--- src/rtl/core/hkr_pkg.sv ---
`timescale 1ns / 1ps

package hkr_pkg;

    // Alphabet size and reciprocal used for reduction by multiplication
    localparam int LETTERS    = 26;
    localparam int RECIP      = 2521;   // ceil(2^16 / 26)
    localparam int RECIP_SHIFT = 16;

    typedef logic [4:0]  t_let;     // letter value 0..25
    typedef logic [9:0]  t_prod;    // product of two letters
    typedef logic [10:0] t_sum;     // sum of two products

    // Reduce a 5-bit field into 0..25 (26..31 wrap to 0..5)
    function automatic t_let red5(input t_let v);
        if (v >= t_let'(LETTERS)) begin
            return v - t_let'(LETTERS);
        end
        return v;
    endfunction

    // Reduce an 11-bit value modulo 26 by reciprocal multiplication; the
    // quotient estimate is exact over the whole 11-bit range
    function automatic t_let mod26(input t_sum v);
        logic [22:0] prod;
        logic [6:0]  q;
        t_sum        r;
        prod = {12'd0, v} * 23'(RECIP);
        q    = prod[RECIP_SHIFT+6:RECIP_SHIFT];
        r    = v - t_sum'(q) * t_sum'(LETTERS);
        return r[4:0];
    endfunction

    // Inverse modulo 26; zero marks a residue with no inverse
    function automatic t_let inv26(input t_let d);
        t_let res;
        unique case (d)
            5'd1:    res = 5'd1;
            5'd3:    res = 5'd9;
            5'd5:    res = 5'd21;
            5'd7:    res = 5'd15;
            5'd9:    res = 5'd3;
            5'd11:   res = 5'd19;
            5'd15:   res = 5'd7;
            5'd17:   res = 5'd23;
            5'd19:   res = 5'd11;
            5'd21:   res = 5'd5;
            5'd23:   res = 5'd17;
            5'd25:   res = 5'd25;
            default: res = 5'd0;
        endcase
        return res;
    endfunction

endpackage

--- src/rtl/core/hill_key_recovery_2x2_mod26_unit.sv ---
`timescale 1ns / 1ps

// Hill cipher 2x2 key recovery modulo 26.
// Input channel: i_valid / o_ready with the plaintext matrix i_plain_* and
// the ciphertext matrix i_cipher_*, one letter value per 5-bit port.
// Output channel: o_valid / i_ready with the key matrix o_key_* and
// o_not_invertible; keys are zero when the plaintext determinant has no
// inverse modulo 26. Field values 26..31 act as their residue mod 26.
// Throughput: one matrix pair per cycle while o_ready is high. There are six
// register stages; the input transfer loads the first, and they hold in order:
// residue and determinant products, determinant, inverse lookup and
// adjugate products, inverse reduction, key products, key reduction.
// Each stage advances when it is empty or the stage after it advances, so
// a stalled receiver fills the pipe and o_ready falls only when all six
// stages hold items; nothing is dropped or repeated.
// Reset (synchronous, active low) clears all stage valid bits; the block
// takes an item in the first cycle after reset is released.
module hill_key_recovery_2x2_mod26_unit (
    input  logic         i_clk,
    input  logic         i_rst_n,
    input  logic         i_valid,
    output logic         o_ready,
    input  hkr_pkg::t_let i_plain_00,
    input  hkr_pkg::t_let i_plain_01,
    input  hkr_pkg::t_let i_plain_10,
    input  hkr_pkg::t_let i_plain_11,
    input  hkr_pkg::t_let i_cipher_00,
    input  hkr_pkg::t_let i_cipher_01,
    input  hkr_pkg::t_let i_cipher_10,
    input  hkr_pkg::t_let i_cipher_11,
    output logic         o_valid,
    input  logic         i_ready,
    output hkr_pkg::t_let o_key_00,
    output hkr_pkg::t_let o_key_01,
    output hkr_pkg::t_let o_key_10,
    output hkr_pkg::t_let o_key_11,
    output logic         o_not_invertible
);
    import hkr_pkg::*;

    localparam int NSTG = 6;

    logic [NSTG-1:0] r_v;
    logic [NSTG-1:0] en;

    // Stage 1: residues and determinant products
    t_let  r1_p00, r1_p01, r1_p10, r1_p11;
    t_let  r1_c00, r1_c01, r1_c10, r1_c11;
    t_prod r1_a, r1_b;
    // Stage 2: determinant and negated off-diagonal entries
    t_let  r2_det, r2_p00, r2_n01, r2_n10, r2_p11;
    t_let  r2_c00, r2_c01, r2_c10, r2_c11;
    // Stage 3: adjugate times determinant inverse, unreduced
    t_prod r3_m00, r3_m01, r3_m10, r3_m11;
    logic  r3_sing;
    t_let  r3_c00, r3_c01, r3_c10, r3_c11;
    // Stage 4: inverse matrix
    t_let  r4_i00, r4_i01, r4_i10, r4_i11;
    logic  r4_sing;
    t_let  r4_c00, r4_c01, r4_c10, r4_c11;
    // Stage 5: key sums, unreduced
    t_sum  r5_s00, r5_s01, r5_s10, r5_s11;
    logic  r5_sing;
    // Stage 6: output register
    t_let  r6_k00, r6_k01, r6_k10, r6_k11;
    logic  r6_sing;

    t_let  n_p00, n_p01, n_p10, n_p11;
    t_let  n_a, n_b, n_dinv;
    logic [5:0] n_dsum;

    // Advance a stage when it is empty or the next one advances
    always_comb begin
        en[NSTG-1] = !r_v[NSTG-1] || i_ready;
        for (int k = NSTG - 2; k >= 0; k--) begin
            en[k] = !r_v[k] || en[k+1];
        end
    end

    assign o_ready = en[0];

    // Valid bits travel with the data
    always_ff @(posedge i_clk) begin
        if (!i_rst_n) begin
            r_v <= '0;
        end else begin
            if (en[0]) begin
                r_v[0] <= i_valid;
            end
            for (int k = 1; k < NSTG; k++) begin
                if (en[k]) begin
                    r_v[k] <= r_v[k-1];
                end
            end
        end
    end

    // Stage 1: reduce fields and form determinant products
    always_comb begin
        n_p00 = red5(i_plain_00);
        n_p01 = red5(i_plain_01);
        n_p10 = red5(i_plain_10);
        n_p11 = red5(i_plain_11);
    end

    always_ff @(posedge i_clk) begin
        if (en[0]) begin
            r1_p00 <= n_p00;
            r1_p01 <= n_p01;
            r1_p10 <= n_p10;
            r1_p11 <= n_p11;
            r1_c00 <= red5(i_cipher_00);
            r1_c01 <= red5(i_cipher_01);
            r1_c10 <= red5(i_cipher_10);
            r1_c11 <= red5(i_cipher_11);
            r1_a   <= t_prod'(n_p00) * t_prod'(n_p11);
            r1_b   <= t_prod'(n_p01) * t_prod'(n_p10);
        end
    end

    // Stage 2: determinant mod 26 and negated entries of the adjugate
    always_comb begin
        n_a    = mod26(t_sum'(r1_a));
        n_b    = mod26(t_sum'(r1_b));
        n_dsum = 6'(n_a) + 6'(LETTERS) - 6'(n_b);
    end

    always_ff @(posedge i_clk) begin
        if (en[1]) begin
            r2_det <= (n_dsum >= 6'(LETTERS)) ? 5'(n_dsum - 6'(LETTERS)) : n_dsum[4:0];
            r2_p00 <= r1_p00;
            r2_p11 <= r1_p11;
            r2_n01 <= (r1_p01 == '0) ? '0 : t_let'(LETTERS) - r1_p01;
            r2_n10 <= (r1_p10 == '0) ? '0 : t_let'(LETTERS) - r1_p10;
            r2_c00 <= r1_c00;
            r2_c01 <= r1_c01;
            r2_c10 <= r1_c10;
            r2_c11 <= r1_c11;
        end
    end

    // Stage 3: look up determinant inverse and scale the adjugate
    assign n_dinv = inv26(r2_det);

    always_ff @(posedge i_clk) begin
        if (en[2]) begin
            r3_m00  <= t_prod'(r2_p11) * t_prod'(n_dinv);
            r3_m01  <= t_prod'(r2_n01) * t_prod'(n_dinv);
            r3_m10  <= t_prod'(r2_n10) * t_prod'(n_dinv);
            r3_m11  <= t_prod'(r2_p00) * t_prod'(n_dinv);
            r3_sing <= (n_dinv == '0);
            r3_c00  <= r2_c00;
            r3_c01  <= r2_c01;
            r3_c10  <= r2_c10;
            r3_c11  <= r2_c11;
        end
    end

    // Stage 4: reduce the inverse matrix
    always_ff @(posedge i_clk) begin
        if (en[3]) begin
            r4_i00  <= mod26(t_sum'(r3_m00));
            r4_i01  <= mod26(t_sum'(r3_m01));
            r4_i10  <= mod26(t_sum'(r3_m10));
            r4_i11  <= mod26(t_sum'(r3_m11));
            r4_sing <= r3_sing;
            r4_c00  <= r3_c00;
            r4_c01  <= r3_c01;
            r4_c10  <= r3_c10;
            r4_c11  <= r3_c11;
        end
    end

    // Stage 5: multiply inverse by ciphertext matrix
    always_ff @(posedge i_clk) begin
        if (en[4]) begin
            r5_s00  <= t_sum'(t_prod'(r4_i00) * t_prod'(r4_c00))
                     + t_sum'(t_prod'(r4_i01) * t_prod'(r4_c10));
            r5_s01  <= t_sum'(t_prod'(r4_i00) * t_prod'(r4_c01))
                     + t_sum'(t_prod'(r4_i01) * t_prod'(r4_c11));
            r5_s10  <= t_sum'(t_prod'(r4_i10) * t_prod'(r4_c00))
                     + t_sum'(t_prod'(r4_i11) * t_prod'(r4_c10));
            r5_s11  <= t_sum'(t_prod'(r4_i10) * t_prod'(r4_c01))
                     + t_sum'(t_prod'(r4_i11) * t_prod'(r4_c11));
            r5_sing <= r4_sing;
        end
    end

    // Stage 6: reduce keys, zero them for a singular plaintext
    always_ff @(posedge i_clk) begin
        if (en[5]) begin
            r6_k00  <= r5_sing ? '0 : mod26(r5_s00);
            r6_k01  <= r5_sing ? '0 : mod26(r5_s01);
            r6_k10  <= r5_sing ? '0 : mod26(r5_s10);
            r6_k11  <= r5_sing ? '0 : mod26(r5_s11);
            r6_sing <= r5_sing;
        end
    end

    assign o_valid          = r_v[NSTG-1];
    assign o_key_00         = r6_k00;
    assign o_key_01         = r6_k01;
    assign o_key_10         = r6_k10;
    assign o_key_11         = r6_k11;
    assign o_not_invertible = r6_sing;

`ifndef NO_ASSERTIONS
    // Input stalls only when every stage is full and the output is blocked
    a_stall_full: assert property (@(posedge i_clk) disable iff (!i_rst_n)
        !o_ready |-> (&r_v) && !i_ready)
        else $error("input stalled with a free pipeline slot");

    // A singular result carries all-zero keys
    a_sing_zero: assert property (@(posedge i_clk) disable iff (!i_rst_n)
        o_valid && o_not_invertible |->
            o_key_00 == '0 && o_key_01 == '0 && o_key_10 == '0 && o_key_11 == '0)
        else $error("singular result with nonzero key");

    // Delivered keys are reduced letter values
    a_key_range: assert property (@(posedge i_clk) disable iff (!i_rst_n)
        o_valid |-> o_key_00 < 5'd26 && o_key_01 < 5'd26
                 && o_key_10 < 5'd26 && o_key_11 < 5'd26)
        else $error("key entry out of range");

    // An item in the output stage waits there while the receiver stalls
    a_hold_out: assert property (@(posedge i_clk) disable iff (!i_rst_n)
        o_valid && !i_ready |=> o_valid)
        else $error("result lost under stall");
`endif

endmodule
--- config.mk ---
export PLATFORM = sky130hd
export DESIGN_NAME = hill_key_recovery_2x2_mod26_unit
export DESIGN_NICKNAME = d
export VERILOG_FILES = /design/src/rtl/core/hkr_pkg.sv /design/src/rtl/core/hill_key_recovery_2x2_mod26_unit.sv
export SDC_FILE = /design/constraint.sdc
export NUM_CORES = 2
export LEC_CHECK = 0
export BUFFER_PORTS_ARGS = -buffer_cell sky130_fd_sc_hd__buf_2
export CAP_MARGIN = 20
export CORE_MARGIN = 2
export CORE_UTILIZATION = 40
export CTS_BUF_LIST = sky130_fd_sc_hd__clkbuf_8
export DETAILED_ROUTE_END_ITERATION = 6
export PLACE_DENSITY = 0.57
export SYNTH_ARGS = -nofsm -noshare
export SYNTH_HDL_FRONTEND = slang
export SYNTH_SLANG_ARGS = --single-unit
--- constraint.sdc ---
create_clock -name i_clk -period 14.7 [get_ports i_clk]
set_clock_uncertainty 0.2 [all_clocks]
set_input_delay 0 -clock i_clk [delete_from_list [all_inputs] [get_ports i_clk]]
set_output_delay 0 -clock i_clk [all_outputs]
set_load 0.005 [all_outputs]
* Word-level counts from Yosys, hierarchy flattened *
Memories as Yosys holds them, arrays and structs flattened. A register that Yosys moved wholly into a read port is not among the register bits.
Cells that the tools add are included.

storage, ports and cells
  register bits after elaboration = 279
  latch bits = 0
  memory bits (writable) = 0
  memory bits (read-only) = 160
  input port bits = 44
  output and inout bits = 23
  logic and storage cells = 169
  memories = 1

operators by class
  add/sub/neg operators = 27
  multipliers = 34
  div/mod/pow operators = 0
  magnitude comparators = 9
  equal/unequal tests = 0
  shifts and indexed selects = 0
  multiplexer cells = 30
  bitwise gates (word level) = 0
  reductions and logical operators = 15

memories
  memory           depth  width  read ports  clocked after Yosys merged registers in  wr ports  RTL line       text
  (no name shown)  32     5      1           1                                        0         hkr_pkg.sv:37  unique case (d)

operators with widths
  kind                      number
  $mul A5 B5 Y10            14
  $mul A10 B12 Y22 const B  6
  $mul A11 B12 Y23 const B  4
  $mux W5                   18
  $sub A5 B5 Y5             10
  $sub A5 B5 Y5 const B     9
  $add A10 B10 Y11          4
  $ge A5 B5 Y1 const B      8
  $mul A6 B4 Y4 const B     6
  $mul A7 B4 Y4 const B     4
  $logic_not A5 Y1          3
  $mux W1                   12
  $sub A5 B5 Y5 const A     2
  $add A5 B5 Y6 const B     1
  $ge A6 B5 Y1 const B      1
  $logic_not A1 Y1          6
  $logic_or A1 B1 Y1        6
  $sub A6 B5 Y6             1

* Depth between registers and ports, before layout *
  word-level depth = 9
  gate-level depth with buffers = 36
  depth with buffers taken out = 36

* Least setup slack after synthesis *
No wires, ideal clock.

  kind = reg2reg
  from = reg r1_a[4]
  to = reg n_dinv[3] (netlist name)
  setup time = 73 ps
  arrival time = 7858 ps
  data required time = 14427 ps
  setup slack = 6569 ps
  stages on the path, launching flop included = 37
  buffers on the path = 0
  period minus slack after synthesis = 8131 ps
  cell sequence = edfxtp_1 > inv_1 > fa_1 > fa_1 > inv_1 > fa_1 > inv_1 > fa_1 > inv_1 > ha_1 > ha_1 > and4_1 > nand4_1 > or4_4 > a31oi_2 > o21ai_0 > nand2b_1 > xor2_1 > ha_1 > inv_1 > ha_1 > a21oi_1 > o21ai_0 > xnor2_1 > xnor2_1 > xnor2_1 > xnor2_1 > ha_1 > inv_1 > ha_1 > o21ai_1 > nor3b_2 > o2111ai_1 > o211ai_4 > nor2_2 > or3_1 > a21oi_1

on the way
  word-level cells in the longest chain between the ends = 8
  elaborated cells on any way between the ends = 9
  classes of those cells = 4 x add/sub; 2 x mul; 1 x order compare; 2 x mux

ends and longest elaborated chain
  what                                                  RTL line                                 text
  start: declaration                                    hill_key_recovery_2x2_mod26_unit.sv:49   t_prod r1_a, r1_b;
  start signal: assignment                              hill_key_recovery_2x2_mod26_unit.sv:116  r1_a <= t_prod'(n_p00) * t_prod'(n_p11);
  $mul A10 B12 Y22                                      hkr_pkg.sv:28                            prod = {12'd0, v} * 23'(RECIP);
  $mul A6 B4 Y4                                         hkr_pkg.sv:30                            r = v - t_sum'(q) * t_sum'(LETTERS);
  $sub A5 B5 Y5 (*)                                     hkr_pkg.sv:30
  $add A5 B5 Y6 (*)                                     hill_key_recovery_2x2_mod26_unit.sv:125  n_dsum = 6'(n_a) + 6'(LETTERS) - 6'(n_b);
  $sub A6 B5 Y6 (*)                                     hill_key_recovery_2x2_mod26_unit.sv:125
  $sub A5 B5 Y5 / $ge A6 B5 Y1 (equally long branches)  hill_key_recovery_2x2_mod26_unit.sv:130  r2_det <= (n_dsum >= 6'(LETTERS)) ? 5'(n_dsum - 6'(LETTERS)) : n_dsum[4:0];
  $mux W5 (*)                                           hill_key_recovery_2x2_mod26_unit.sv:130
  $mux W5 (no line) (*)                                 --

Mark *: on every way between the ends. The rest lies on a longest branch, timed or not.
A chain may end at the register's enable or synchronous reset.

* Final worst setup path *
  from = reg r1_a[4]
  to = reg n_dinv[3] (netlist name)

on the way
  word-level cells in the longest chain between the ends = 8
  elaborated cells on any way between the ends = 9
  classes of those cells = 4 x add/sub; 2 x mul; 1 x order compare; 2 x mux

ends and longest elaborated chain
  what                                                  RTL line
  $mul A10 B12 Y22                                      hkr_pkg.sv:28
  $mul A6 B4 Y4                                         hkr_pkg.sv:30
  $sub A5 B5 Y5 (*)                                     hkr_pkg.sv:30
  $add A5 B5 Y6 (*)                                     hill_key_recovery_2x2_mod26_unit.sv:125
  $sub A6 B5 Y6 (*)                                     hill_key_recovery_2x2_mod26_unit.sv:125
  $sub A5 B5 Y5 / $ge A6 B5 Y1 (equally long branches)  hill_key_recovery_2x2_mod26_unit.sv:130
  $mux W5 (*)                                           hill_key_recovery_2x2_mod26_unit.sv:130
  $mux W5 (no line) (*)                                 --

Marked as above.

==> reports/qor.csv <==
metric;value;unit
Post-synth ARST share;0;
Layout Area Growth over Synthesis;9.95;%
register area share after synthesis;0.208;
setup TNS;0;ps
Hold Slack;78.1;ps
syn_nets;5186;
Yosys warning count;0;
final wirelength;75500;um
fmax;0.114;GHz
TritonCTS clock tree;done;
fillcell total;9539;
placed wire-length estimate;61600;um
first-pass GRT wire length;130000;um
routability cong.;0.803;
Worst Hold Launch;i_plain_01[0];
max-slew violations;0;
Worst R2R Start;r1_a[4]$_DFFE_PP_;
Longest Clk Path Bufs;3;
max incr delay on CP;530;ps
most frequent cell after synthesis;ha_1;
Critical Path Source Type;flop;
Mapped Area;0.0405;mm^2
RSZ-0062 raised after global routing;no;
Num CTS Buffers;55;
# IOs;67;
# setup viols final;0;
initial antenna violation count;5;
via/cell ratio;4.65;
Synth top area share;0.274;
starting density of the core;0.404;
fin crit share;0.597;
synth top area cells;ha_1, fa_1, edfxtp_1;
Top delay family on crit path;adder cells;
status;finished, final reports clean;
syn avg cell area;10.8;um^2
WP buf/inv;6;
DP Area;0.0425;mm^2
max-cap viol count;0;
Design Area, Final;0.0446;mm^2
Netlist cell types;80;
DR iter-0 viols;891;
Chip Height;322;um
final antenna-violating net count;0;
gr ovfl total;0;
DR pass1 iterations;5;
Max-slew headroom;0.353;
hold crit path type;in -> reg;
CTS H-tree depth;2;
worst skew pair latency;680;ps
Synth area leader;ha_1;
layout cells sized above 1;0.0492;
largest net degree at the start of global routing;62;
Die Span X;322;um
Seq cells post-synth;284;
Hold Vio Cnt, Final;0;
number of global-route vias before repair;26400;
post-layout min period;8770;ps
clock-pin slew on the worst setup and hold paths;60;ps
worst slew pin tran;970;ps
crit-path max FO;10;
clk sinks;284;
Total GRT Usage;0.154;
die footprint;0.104;mm^2
CTS root buf;clkbuf_8;
Worst Path Required;15090;ps
Post-synth EDFFs;273;
total core area;0.100;mm^2
Synth top cells by count;ha_1, inv_1, fa_1, edfxtp_1, and2_1;
CP Class;reg -> reg;
number of I/O port buffers;66;
endpoint class of the critical path;flop;
Vias;24800;
slowest cell on the critical path;fa_1;
CP Data Arrival Time;9160;ps
Cell Rows;116;
Final #Nets;5369;
residual DRC count;0;
Mapped Cells;3737;
drt wl/cell;14.2;um
Critical Path Start;r1_a[4]$_DFFE_PP_;
Synth Flop Type;edfxtp_1;
[area by class of cell]
cell class | instances | area (um^2) | share of cell area
Inverter | 857 | 3220 | 0.0723
Antenna cell | 3 | 7.51 | 0.000169
Sequential cell | 284 | 8420 | 0.189
Clock buffer | 55 | 757 | 0.0170
Timing Repair Buffer | 164 | 1300 | 0.0293
Clock inverter | 49 | 404 | 0.00907
Multi-Input combinational cell | 2558 | 28700 | 0.645
Tap cell | 1357 | 1700 | 0.0381
[tightest hold or removal path: cells and delay by family]
| kind | cells | cell delay, ps |
|---|---|---|
| buffers and inverters | 2 | 700 |
| and+or+nand+nor | 1 | 140 |
[placed cells by master (no fill, tap or decap), types with 15 or more instances in the layout]
cell and instances:
a21o_1 33, a21oi_1 137, and2_1 202, buf_2 66
clkbuf_8 55, clkinv_1 15, dlygate4sd3_1 90, edfxtp_1 273
fa_1 519, ha_1 886, inv_1 864, nand2_1 182
nor2_1 90, nor2b_1 21, o21a_1 16, o21ai_0 56
o21bai_1 34, o31ai_1 15, xnor2_1 155, xor2_1 35
[registers in the layout, summed over array words and instances (netlist names), 6 cells and up]
| name | flops |
|---|---|
| r1_a | 10 |
| r5_s00 | 11 |
| r1_b | 10 |
| r3_m00 | 10 |
| r5_s10 | 11 |
| r5_s11 | 11 |
| r3_m10 | 10 |
| r5_s01 | 11 |
| r3_m11 | 10 |
| r3_m01 | 10 |
| r_v | 6 |
[layer usage]
metal	global-route usage	wire length [um]	up-vias
met5	0	13	-
met4	0.0298	1120	2
met3	0.0187	2060	73
met2	0.264	35600	235
met1	0.209	36700	12000
li1	-	-	12500
[cell families after synthesis]
group | count (synthesis) | share of synthesized area
AND/OR/NAND/NOR | 577 | 0.0727
XOR/XNOR | 195 | 0.0434
AO/OA/AOI/OAI | 368 | 0.0594
adder cells (fa/ha/maj) | 1405 | 0.530
buffers and inverters | 895 | 0.0832
multiplexers | 13 | 0.00358
flip-flops | 284 | 0.208
[stage by stage]
| step | utilization | cells | worst slack [ps] |
|---|---|---|---|
| after floorplan | - | 3737 | 6570 |
| after global placement | 0.423 | 5129 | 6090 |
| after detailed placement | 0.423 | 5129 | 5960 |
| after CTS | 0.444 | 5323 | 5930 |
| after global routing | 0.444 | 5327 | 5410 |
| final | 0.444 | 5327 | 5930 |
[worst paths after layout]
path / slack (ps) / to / depth (start not counted)
worst max-delay path: 5930 / n_dinv[3]$_DFF_P_ / 36
worst min-delay path: 80 / r1_b[0]$_DFFE_PP_ / 3
worst max register to register: 5930 / n_dinv[3]$_DFF_P_ / 36
worst min register to register: 190 / r3_c00[4]$_DFFE_PP_ / 0
[timing repair]
item	in CTS	in global routing
hold buffers	90	0
gates resized for setup	0	0
endpoints found under the hold margin	64	0
buffers inserted	0	0
Power is left out: the tool's default activity adds up to more than one toggle a clock period on the data nets, which glitch-free logic cannot reach.
